[src/rtl/utf16_to_utf8_transcoder_macros.svh]
// assertion macros for the utf-16 to utf-8 transcoder
// used by the top level only; expects clk_i and rst_ni in scope
`ifndef UTF16_TO_UTF8_TRANSCODER_MACROS_SVH
`define UTF16_TO_UTF8_TRANSCODER_MACROS_SVH

`ifndef ASSERT_OFF

// property must hold at every edge outside reset
`define U16_ASSERT(lbl, prop, msg) \
  lbl: assert property (@(posedge clk_i) disable iff (!rst_ni) (prop)) else $error(msg);

// condition must never be seen outside reset
`define U16_ASSERT_NEVER(lbl, cond, msg) \
  lbl: assert property (@(posedge clk_i) disable iff (!rst_ni) !(cond)) else $error(msg);

`else

`define U16_ASSERT(lbl, prop, msg)
`define U16_ASSERT_NEVER(lbl, cond, msg)

`endif

`endif

[src/rtl/u16u8_pkg.sv]
// shared types, constants and byte encoder for the utf-16 to utf-8 transcoder
// no dependencies
package u16u8_pkg;

  // utf-8 lead and continuation markers
  localparam logic [7:0] Lead2 = 8'hC0;
  localparam logic [7:0] Lead3 = 8'hE0;
  localparam logic [7:0] Lead4 = 8'hF0;
  localparam logic [7:0] Cont  = 8'h80;

  // surrogate prefixes (top six bits of the unit)
  localparam logic [5:0] HighPrefix = 6'b110110;
  localparam logic [5:0] LowPrefix  = 6'b110111;

  // code point limits for one and two byte forms
  localparam logic [15:0] Max1Byte = 16'h007F;
  localparam logic [15:0] Max2Byte = 16'h07FF;

  // offset of the supplementary planes
  localparam logic [20:0] SuppBase = 21'h10000;

  // sequence lengths minus one
  localparam logic [1:0] Len1 = 2'd0;
  localparam logic [1:0] Len2 = 2'd1;
  localparam logic [1:0] Len3 = 2'd2;
  localparam logic [1:0] Len4 = 2'd3;

  // queue depth between front and back, power of two
  localparam int QDepth = 2;
  localparam int QAw    = $clog2(QDepth);
  localparam int QCw    = $clog2(QDepth + 1);

  // one queued job: an optional flushed high surrogate, then an optional code point
  typedef struct packed {
    logic        pre_valid;
    logic [9:0]  pre_bits;
    logic        cur_valid;
    logic [20:0] cp;
    logic [1:0]  len_m1;
    logic        last;
  } entry_t;

  // byte idx of the utf-8 form of cp, which is len_m1 + 1 bytes long
  function automatic logic [7:0] enc_byte(logic [20:0] cp, logic [1:0] len_m1,
                                          logic [1:0] idx);
    logic [1:0] k;
    logic [5:0] six;
    logic [7:0] b;
    k = len_m1 - idx;
    unique case (k)
      2'd0:    six = cp[5:0];
      2'd1:    six = cp[11:6];
      2'd2:    six = cp[17:12];
      default: six = {3'b000, cp[20:18]};
    endcase
    if (idx == 2'd0) begin
      unique case (len_m1)
        Len1:    b = {1'b0, cp[6:0]};
        Len2:    b = Lead2 | {3'b000, cp[10:6]};
        Len3:    b = Lead3 | {4'b0000, cp[15:12]};
        default: b = Lead4 | {5'b00000, cp[20:18]};
      endcase
    end else begin
      b = Cont | {2'b00, six};
    end
    return b;
  endfunction

endpackage

[src/rtl/u16u8_fifo.sv]
// small job queue between the classifying front and the byte serializer
// depends on u16u8_pkg
module u16u8_fifo (
  input  logic              clk_i,
  input  logic              rst_ni,
  input  logic              push_i,
  input  u16u8_pkg::entry_t push_data_i,
  output logic              full_o,
  output logic              head_valid_o,
  output u16u8_pkg::entry_t head_o,
  input  logic              pop_i
);

  u16u8_pkg::entry_t            slots_q [u16u8_pkg::QDepth];
  logic [u16u8_pkg::QAw-1:0]    wr_ptr_q, wr_ptr_d;
  logic [u16u8_pkg::QAw-1:0]    rd_ptr_q, rd_ptr_d;
  logic [u16u8_pkg::QCw-1:0]    count_q, count_d;

  // status
  assign full_o       = (count_q == u16u8_pkg::QCw'(u16u8_pkg::QDepth));
  assign head_valid_o = (count_q != '0);
  assign head_o       = slots_q[rd_ptr_q];

  // pointer and fill count update
  always_comb begin
    wr_ptr_d = wr_ptr_q;
    rd_ptr_d = rd_ptr_q;
    count_d  = count_q;
    if (push_i) begin
      wr_ptr_d = wr_ptr_q + 1'b1;
    end
    if (pop_i) begin
      rd_ptr_d = rd_ptr_q + 1'b1;
    end
    if (push_i && !pop_i) begin
      count_d = count_q + 1'b1;
    end else if (!push_i && pop_i) begin
      count_d = count_q - 1'b1;
    end
  end

  always_ff @(posedge clk_i or negedge rst_ni) begin
    if (!rst_ni) begin
      wr_ptr_q <= '0;
      rd_ptr_q <= '0;
      count_q  <= '0;
    end else begin
      wr_ptr_q <= wr_ptr_d;
      rd_ptr_q <= rd_ptr_d;
      count_q  <= count_d;
    end
  end

  // slot storage
  always_ff @(posedge clk_i) begin
    if (push_i) begin
      slots_q[wr_ptr_q] <= push_data_i;
    end
  end

endmodule

[src/rtl/u16u8_front.sv]
// front: accepts code units, pairs surrogates and builds queue jobs
// depends on u16u8_pkg
module u16u8_front (
  input  logic              clk_i,
  input  logic              rst_ni,
  input  logic              in_valid_i,
  output logic              in_stall_o,
  input  logic [15:0]       code_unit_i,
  input  logic              unit_last_i,
  input  logic              q_full_i,
  output logic              push_o,
  output u16u8_pkg::entry_t push_data_o
);

  logic       held_q, held_d;
  logic [9:0] held_bits_q, held_bits_d;
  logic       accept;
  logic       is_high, is_low;
  u16u8_pkg::entry_t job;

  assign in_stall_o = q_full_i;
  assign accept     = in_valid_i && !q_full_i;
  assign is_high    = (code_unit_i[15:10] == u16u8_pkg::HighPrefix);
  assign is_low     = (code_unit_i[15:10] == u16u8_pkg::LowPrefix);

  // classify the unit against the held high surrogate
  always_comb begin
    job           = '0;
    job.last      = unit_last_i;
    job.pre_bits  = held_bits_q;
    held_d        = held_q;
    held_bits_d   = held_bits_q;
    if (held_q && is_low) begin
      job.cur_valid = 1'b1;
      job.cp        = u16u8_pkg::SuppBase + {1'b0, held_bits_q, code_unit_i[9:0]};
      job.len_m1    = u16u8_pkg::Len4;
      held_d        = 1'b0;
    end else begin
      job.pre_valid = held_q;
      held_d        = 1'b0;
      if (is_high && !unit_last_i) begin
        held_d      = 1'b1;
        held_bits_d = code_unit_i[9:0];
      end else begin
        job.cur_valid = 1'b1;
        job.cp        = {5'b00000, code_unit_i};
        if (code_unit_i <= u16u8_pkg::Max1Byte) begin
          job.len_m1 = u16u8_pkg::Len1;
        end else if (code_unit_i <= u16u8_pkg::Max2Byte) begin
          job.len_m1 = u16u8_pkg::Len2;
        end else begin
          job.len_m1 = u16u8_pkg::Len3;
        end
      end
    end
  end

  // only jobs that emit bytes enter the queue
  assign push_o      = accept && (job.pre_valid || job.cur_valid);
  assign push_data_o = job;

  // held surrogate state
  always_ff @(posedge clk_i or negedge rst_ni) begin
    if (!rst_ni) begin
      held_q      <= 1'b0;
      held_bits_q <= '0;
    end else if (accept) begin
      held_q      <= held_d;
      held_bits_q <= held_bits_d;
    end
  end

endmodule

[src/rtl/u16u8_back.sv]
// back: serializes one queued job into utf-8 bytes, one word per cycle while not stalled
// depends on u16u8_pkg
module u16u8_back (
  input  logic              clk_i,
  input  logic              rst_ni,
  input  logic              head_valid_i,
  input  u16u8_pkg::entry_t head_i,
  output logic              pop_o,
  output logic              out_valid_o,
  input  logic              out_stall_i,
  output logic [7:0]        out_byte_o,
  output logic              run_last_o,
  output logic              string_end_o
);

  logic        out_valid_q, out_valid_d;
  logic [7:0]  byte_q;
  logic        run_last_q, string_end_q;
  logic        pre_done_q, pre_done_d;
  logic [1:0]  idx_q, idx_d;
  logic        load;
  logic        seg_pre, seg_end;
  logic [20:0] seg_cp;
  logic [1:0]  seg_len;
  logic [7:0]  seg_byte;

  // current segment: flushed high surrogate first, then the code point
  assign seg_pre  = head_i.pre_valid && !pre_done_q;
  assign seg_cp   = seg_pre ? {5'b00000, u16u8_pkg::HighPrefix, head_i.pre_bits} : head_i.cp;
  assign seg_len  = seg_pre ? u16u8_pkg::Len3 : head_i.len_m1;
  assign seg_end  = (idx_q == seg_len);
  assign seg_byte = u16u8_pkg::enc_byte(seg_cp, seg_len, idx_q);

  assign load  = head_valid_i && (!out_valid_q || !out_stall_i);
  assign pop_o = load && seg_end && !(seg_pre && head_i.cur_valid);

  // byte position and segment tracking
  always_comb begin
    idx_d       = idx_q;
    pre_done_d  = pre_done_q;
    out_valid_d = out_valid_q && out_stall_i;
    if (load) begin
      out_valid_d = 1'b1;
      if (seg_end) begin
        idx_d      = 2'd0;
        pre_done_d = !pop_o;
      end else begin
        idx_d = idx_q + 2'd1;
      end
    end
  end

  always_ff @(posedge clk_i or negedge rst_ni) begin
    if (!rst_ni) begin
      out_valid_q <= 1'b0;
      idx_q       <= 2'd0;
      pre_done_q  <= 1'b0;
    end else begin
      out_valid_q <= out_valid_d;
      idx_q       <= idx_d;
      pre_done_q  <= pre_done_d;
    end
  end

  // output word register
  always_ff @(posedge clk_i) begin
    if (load) begin
      byte_q       <= seg_byte;
      run_last_q   <= pop_o;
      string_end_q <= pop_o && head_i.last;
    end
  end

  assign out_valid_o  = out_valid_q;
  assign out_byte_o   = byte_q;
  assign run_last_o   = run_last_q;
  assign string_end_o = string_end_q;

endmodule

[src/rtl/utf16_to_utf8_transcoder.sv]
// channel | dir | word                               | handshake
// input   | in  | code_unit_i, unit_last_i           | in_valid_i / in_stall_o
// output  | out | out_byte_o, run_last_o, string_end_o | out_valid_o / out_stall_i
//
// output carries one utf-8 byte per cycle while not stalled; the bytes that a unit causes
// number 0 for a held high surrogate, 1 to 4, or up to 6 with a flushed surrogate
// the byte serializer in the back sets the rate; input is taken each cycle while
// the two-entry job queue has room; a byte passes the job queue, then the output register
// reset clears the held surrogate, the queue and the output valid flag; no clear pass
// in_stall_o rises only when the queue is full; output stalls never lose a byte
// top level of the utf-16 to utf-8 transcoder
// depends on u16u8_pkg, u16u8_front, u16u8_fifo, u16u8_back and the macro header
`include "utf16_to_utf8_transcoder_macros.svh"

module utf16_to_utf8_transcoder (
  input  logic        clk_i,
  input  logic        rst_ni,
  input  logic        in_valid_i,
  output logic        in_stall_o,
  input  logic [15:0] code_unit_i,
  input  logic        unit_last_i,
  output logic        out_valid_o,
  input  logic        out_stall_i,
  output logic [7:0]  out_byte_o,
  output logic        run_last_o,
  output logic        string_end_o
);

  logic              push;
  logic              q_full;
  logic              head_valid;
  logic              pop;
  u16u8_pkg::entry_t push_data;
  u16u8_pkg::entry_t head;

  // classify and pair surrogates
  u16u8_front u_front (
    .clk_i       (clk_i),
    .rst_ni      (rst_ni),
    .in_valid_i  (in_valid_i),
    .in_stall_o  (in_stall_o),
    .code_unit_i (code_unit_i),
    .unit_last_i (unit_last_i),
    .q_full_i    (q_full),
    .push_o      (push),
    .push_data_o (push_data)
  );

  // job queue
  u16u8_fifo u_fifo (
    .clk_i        (clk_i),
    .rst_ni       (rst_ni),
    .push_i       (push),
    .push_data_i  (push_data),
    .full_o       (q_full),
    .head_valid_o (head_valid),
    .head_o       (head),
    .pop_i        (pop)
  );

  // byte serializer
  u16u8_back u_back (
    .clk_i        (clk_i),
    .rst_ni       (rst_ni),
    .head_valid_i (head_valid),
    .head_i       (head),
    .pop_o        (pop),
    .out_valid_o  (out_valid_o),
    .out_stall_i  (out_stall_i),
    .out_byte_o   (out_byte_o),
    .run_last_o   (run_last_o),
    .string_end_o (string_end_o)
  );

  // checks
  `U16_ASSERT_NEVER(a_push_when_full, push && q_full, "job pushed into a full queue")
  `U16_ASSERT(a_pop_marks_run, pop |=> (out_valid_o && run_last_o), "retired job without run end")
  `U16_ASSERT_NEVER(a_end_outside_run, out_valid_o && string_end_o && !run_last_o, "string end off run end")

endmodule
[config.mk]
export PLATFORM = sky130hd
export DESIGN_NAME = utf16_to_utf8_transcoder
export DESIGN_NICKNAME = d
export VERILOG_FILES = /design/src/rtl/u16u8_pkg.sv /design/src/rtl/u16u8_fifo.sv /design/src/rtl/u16u8_front.sv /design/src/rtl/u16u8_back.sv /design/src/rtl/utf16_to_utf8_transcoder.sv
export VERILOG_INCLUDE_DIRS = /design/src /design/src/rtl
export SDC_FILE = /design/constraint.sdc
export NUM_CORES = 1
export LEC_CHECK = 0
export BUFFER_PORTS_ARGS = -buffer_cell sky130_fd_sc_hd__buf_4
export CORE_UTILIZATION = 55
export CTS_CLUSTER_DIAMETER = 50
export DETAILED_ROUTE_END_ITERATION = 16
export PLACE_DENSITY = 0.77
export SLEW_MARGIN = 30
export SYNTH_ARGS = -nofsm -noshare
export SYNTH_HDL_FRONTEND = slang
export SYNTH_SLANG_ARGS = --single-unit
[constraint.sdc]
create_clock -name clk_i -period 4.6 [get_ports clk_i]
set_input_delay 1.15 -clock clk_i [delete_from_list [all_inputs] [get_ports clk_i]]
set_output_delay 1.15 -clock clk_i [all_outputs]
set_load 0.1 [all_outputs]
==> run summary <==
status -> finished clean
Worst Skew -> 0.0116 ns
Synth top area share -> 53.4%
critical path type -> flip-flop to flip-flop
peak supply drop -> 248 uV
GRT Util Overall -> 21.0%
Via density -> 5.70
chip width -> 93.6 um
static leakage -> 2.00 nW
list of most frequent post-synthesis cells -> edfxtp_1 (82), mux2i_1 (37), nor2_1 (24)
CP Data Required Time -> 4.88 ns
endpoints failing setup -> 0
leading area contributor after synthesis -> edfxtp_1
Post-Synth Adder-Cell Area -> 2.44%
core box area -> 8180 um^2
Pwr Density -> 712 nW/um^2
period utilization -> 68.3%
initial antenna violation count -> 0
fin. max-slew vios -> 0
Max Buffers Root-to-Sink -> 2
max incr delay on CP -> 0.49 ns
Slew @ Worst Pin -> 0.700 ns
compound-cell area share of the yosys netlist -> 6.89%
syn_nets -> 357
TritonCTS clock tree -> built
EDFF count, synth -> 82
number of synthesis warnings -> 0
FF+latch count, synth -> 101
Post-Place Cell Area -> 4960 um^2
Syn Area/Cell -> 14.1 um^2
Max-slew headroom -> 52.8%
crit path time final -> 3.14 ns
final core area utilization -> 63.0%
post_cts resized -> 0
xor and xnor area share after synthesis -> 2.98%
most common cell in the netlist -> edfxtp_1
# diodes -> 0
mux cell area share after synthesis -> 12.5%
Initial Utilization -> 56.4%
io pins -> 33
Fin Setup TNS -> 0 ns
number of buffers added on ports -> 32
Seq/Total Area, Yosys -> 63.7%
DRC Markers -> 0
Post-CTS Hold Fix Bufs -> 0
detailed placer's ending HPWL -> 5.93 mm
FFs w/ async S/R, synth -> 18.8%
Max Cap Viol -> 0
CP Launch Type -> flip-flop
ranking of synthesized cells by area -> edfxtp_1 (53%), dfrtp_1 (10%), mux2i_1 (8.0%)
RSZ-0062 raised after global routing -> no
fin area -> 5150 um^2
synthesis-to-layout area growth -> 11.6%
Hold Fails Final Rpt -> 0
DR iter-0 viols -> 189
worst slack at placement -> 1.17 ns
cell count after placement -> 458
combinational family with the most area after synthesis -> multiplexers
Max stage delay cell, worst path -> ha_1
clock sinks -> 101
Placer Congestion -> 0.792
CTS clk-pin slew, worst paths -> 0.10 ns
fmax -> 0.318 GHz
root buf cell -> clkbuf_8
final worst slack -> 1.46 ns
largest net degree at the start of global routing -> 31
post-CTS setup buffers -> 0
first-pass GRT wire length -> 13.3 mm
post-synthesis simple-gate area fraction -> 9.03%
Worst EP arrival -> 3.43 ns
Syn Inst Count -> 327
routed len/inst -> 17.7 um
final wirelength -> 8.39 mm
CTS Buf Count -> 9
Unique masters post-synth -> 47
die extent in y -> 93.6 um
total number of vias -> 2,703
Routed Antenna Nets -> 0
grt total ovfl -> 0
critical-path maximum fanout -> 30
worst-skew pair later-pin latency -> 0.35 ns
full die area -> 8760 um^2
final std cells w/o fill -> 474
worst path cell trace -> buf_4 > mux2_2 > nand2_1 > ha_1 > nand2_1 > nor3_4 > inv_1 > ha_1 > xor2_1 > nor2_1 > xnor2_1
number of global-route vias before repair -> 2,554
Worst Hold Class -> flip-flop to flip-flop
DRT Pass-1 Iters -> 4
critical path capture point type -> flip-flop
Synth Flop Type -> edfxtp_1
fraction of layout cells with a size suffix above 1 -> 21.7%
H-tree Lvls -> 3
Mapped Area -> 4610 um^2
Core Rows -> 33
# nets final -> 394
cell usage in the layout (no fill, tap or decap), drive strengths merged, types with 2 or more instances in the layout:
cell type	n
mux2i	37
dfrtp	19
mux4	2
and2	13
a221oi	4
clkinv	2
nand3b	2
nor2	24
nor2b	4
xnor2	7
clkinvlp	2
edfxtp	82
nor3	4
a211oi	4
clkbuf	9
a31oi	4
ha	9
o21a	2
o21ai	9
buf	38
nand3	10
xor2	4
inv	13
o31ai	2
nand2	22
a21oi	11
mux2	14
a21o	4
stage by stage:
| step | hold slack [ns] | power [mW] |
|---|---|---|
| CTS | 0.498 | 3.67 |
| global route | 0.524 | 3.86 |
| floorplan | 0.452 | 2.81 |
| detailed placement | 0.474 | 3.16 |
| global placement | 0.465 | 3.13 |
| finish | 0.500 | 3.66 |
logic make-up after synthesis:
kind of cell	count (synthesis)
buffers and inverters	22
adders and majority gates	9
xor gates and xnor gates	11
DFF	101
muxes	53
AOI/OAI and AO/OA	46
and+or+nand+nor	85
metal layers:
metal / vias up / routed length, um / track usage (%)
li1: 1286 / - / -
met1: 1317 / 3610 / 28.3
met2: 95 / 4220 / 33.8
met3: 5 / 512 / 3.90
met4: 0 / 48 / 8.33
met5: - / 0 / 0
layout make-up:
type | count | area [um^2]
Sequential cell | 101 | 2940
Tap cell | 105 | 131
Inverter | 10 | 42.5
Timing Repair Buffer | 38 | 285
Fill cell | 612 | 3030
Clock buffer | 9 | 124
Clock inverter | 7 | 57.6
Multi-Input combinational cell | 204 | 1570
final timing paths:
| path | startpoint | end | slack [ns] | cells past startpoint |
|---|---|---|---|---|
| setup / recovery | u_fifo.rd_ptr_q$_DFFE_PN0P_ | u_fifo.count_q[1]$_DFFE_PN0P_ | 1.46 | 11 |
| setup reg to reg | u_fifo.rd_ptr_q$_DFFE_PN0P_ | u_fifo.count_q[1]$_DFFE_PN0P_ | 1.46 | 11 |
| hold reg to reg | u_fifo.count_q[1]$_DFFE_PN0P_ | u_back.out_valid_o$_DFF_PN0_ | 0.50 | 2 |
| hold / removal | u_fifo.count_q[1]$_DFFE_PN0P_ | u_back.out_valid_o$_DFF_PN0_ | 0.50 | 2 |
| max in group asynchronous | rst_ni | u_front.held_bits_q[5]$_DFFE_PN0P_ | 3.70 | 1 |
| min in group asynchronous | rst_ni | u_back.idx_q[0]$_DFFE_PN0N_ | 0.66 | 1 |
flip-flops by register name, indices dropped and copies added, names as in the netlist, 2 cells and up:
signal and flops:
u_back.out_byte_o 8, u_back.idx_q 2, u_fifo.slots_q 72, u_front.held_bits_q 10, u_fifo.count_q 2
power by group:
part	switching [mW]	internal (mW)
clock network	0.308	0.204
registers	0.0935	1.29
logic	1.15	0.617
worst max-delay path, delay by kind of cell (launching register included):
| family | cells | cell delay, ns |
|---|---|---|
| DFF | 1 | 0.38 |
| buffers and inverters | 2 | 0.53 |
| and+or+nand+nor | 4 | 0.80 |
| xor gates and xnor gates | 2 | 0.26 |
| adders and majority gates | 2 | 0.69 |
| muxes | 1 | 0.42 |
No activity file was read; power rests on OpenSTA's default activity.
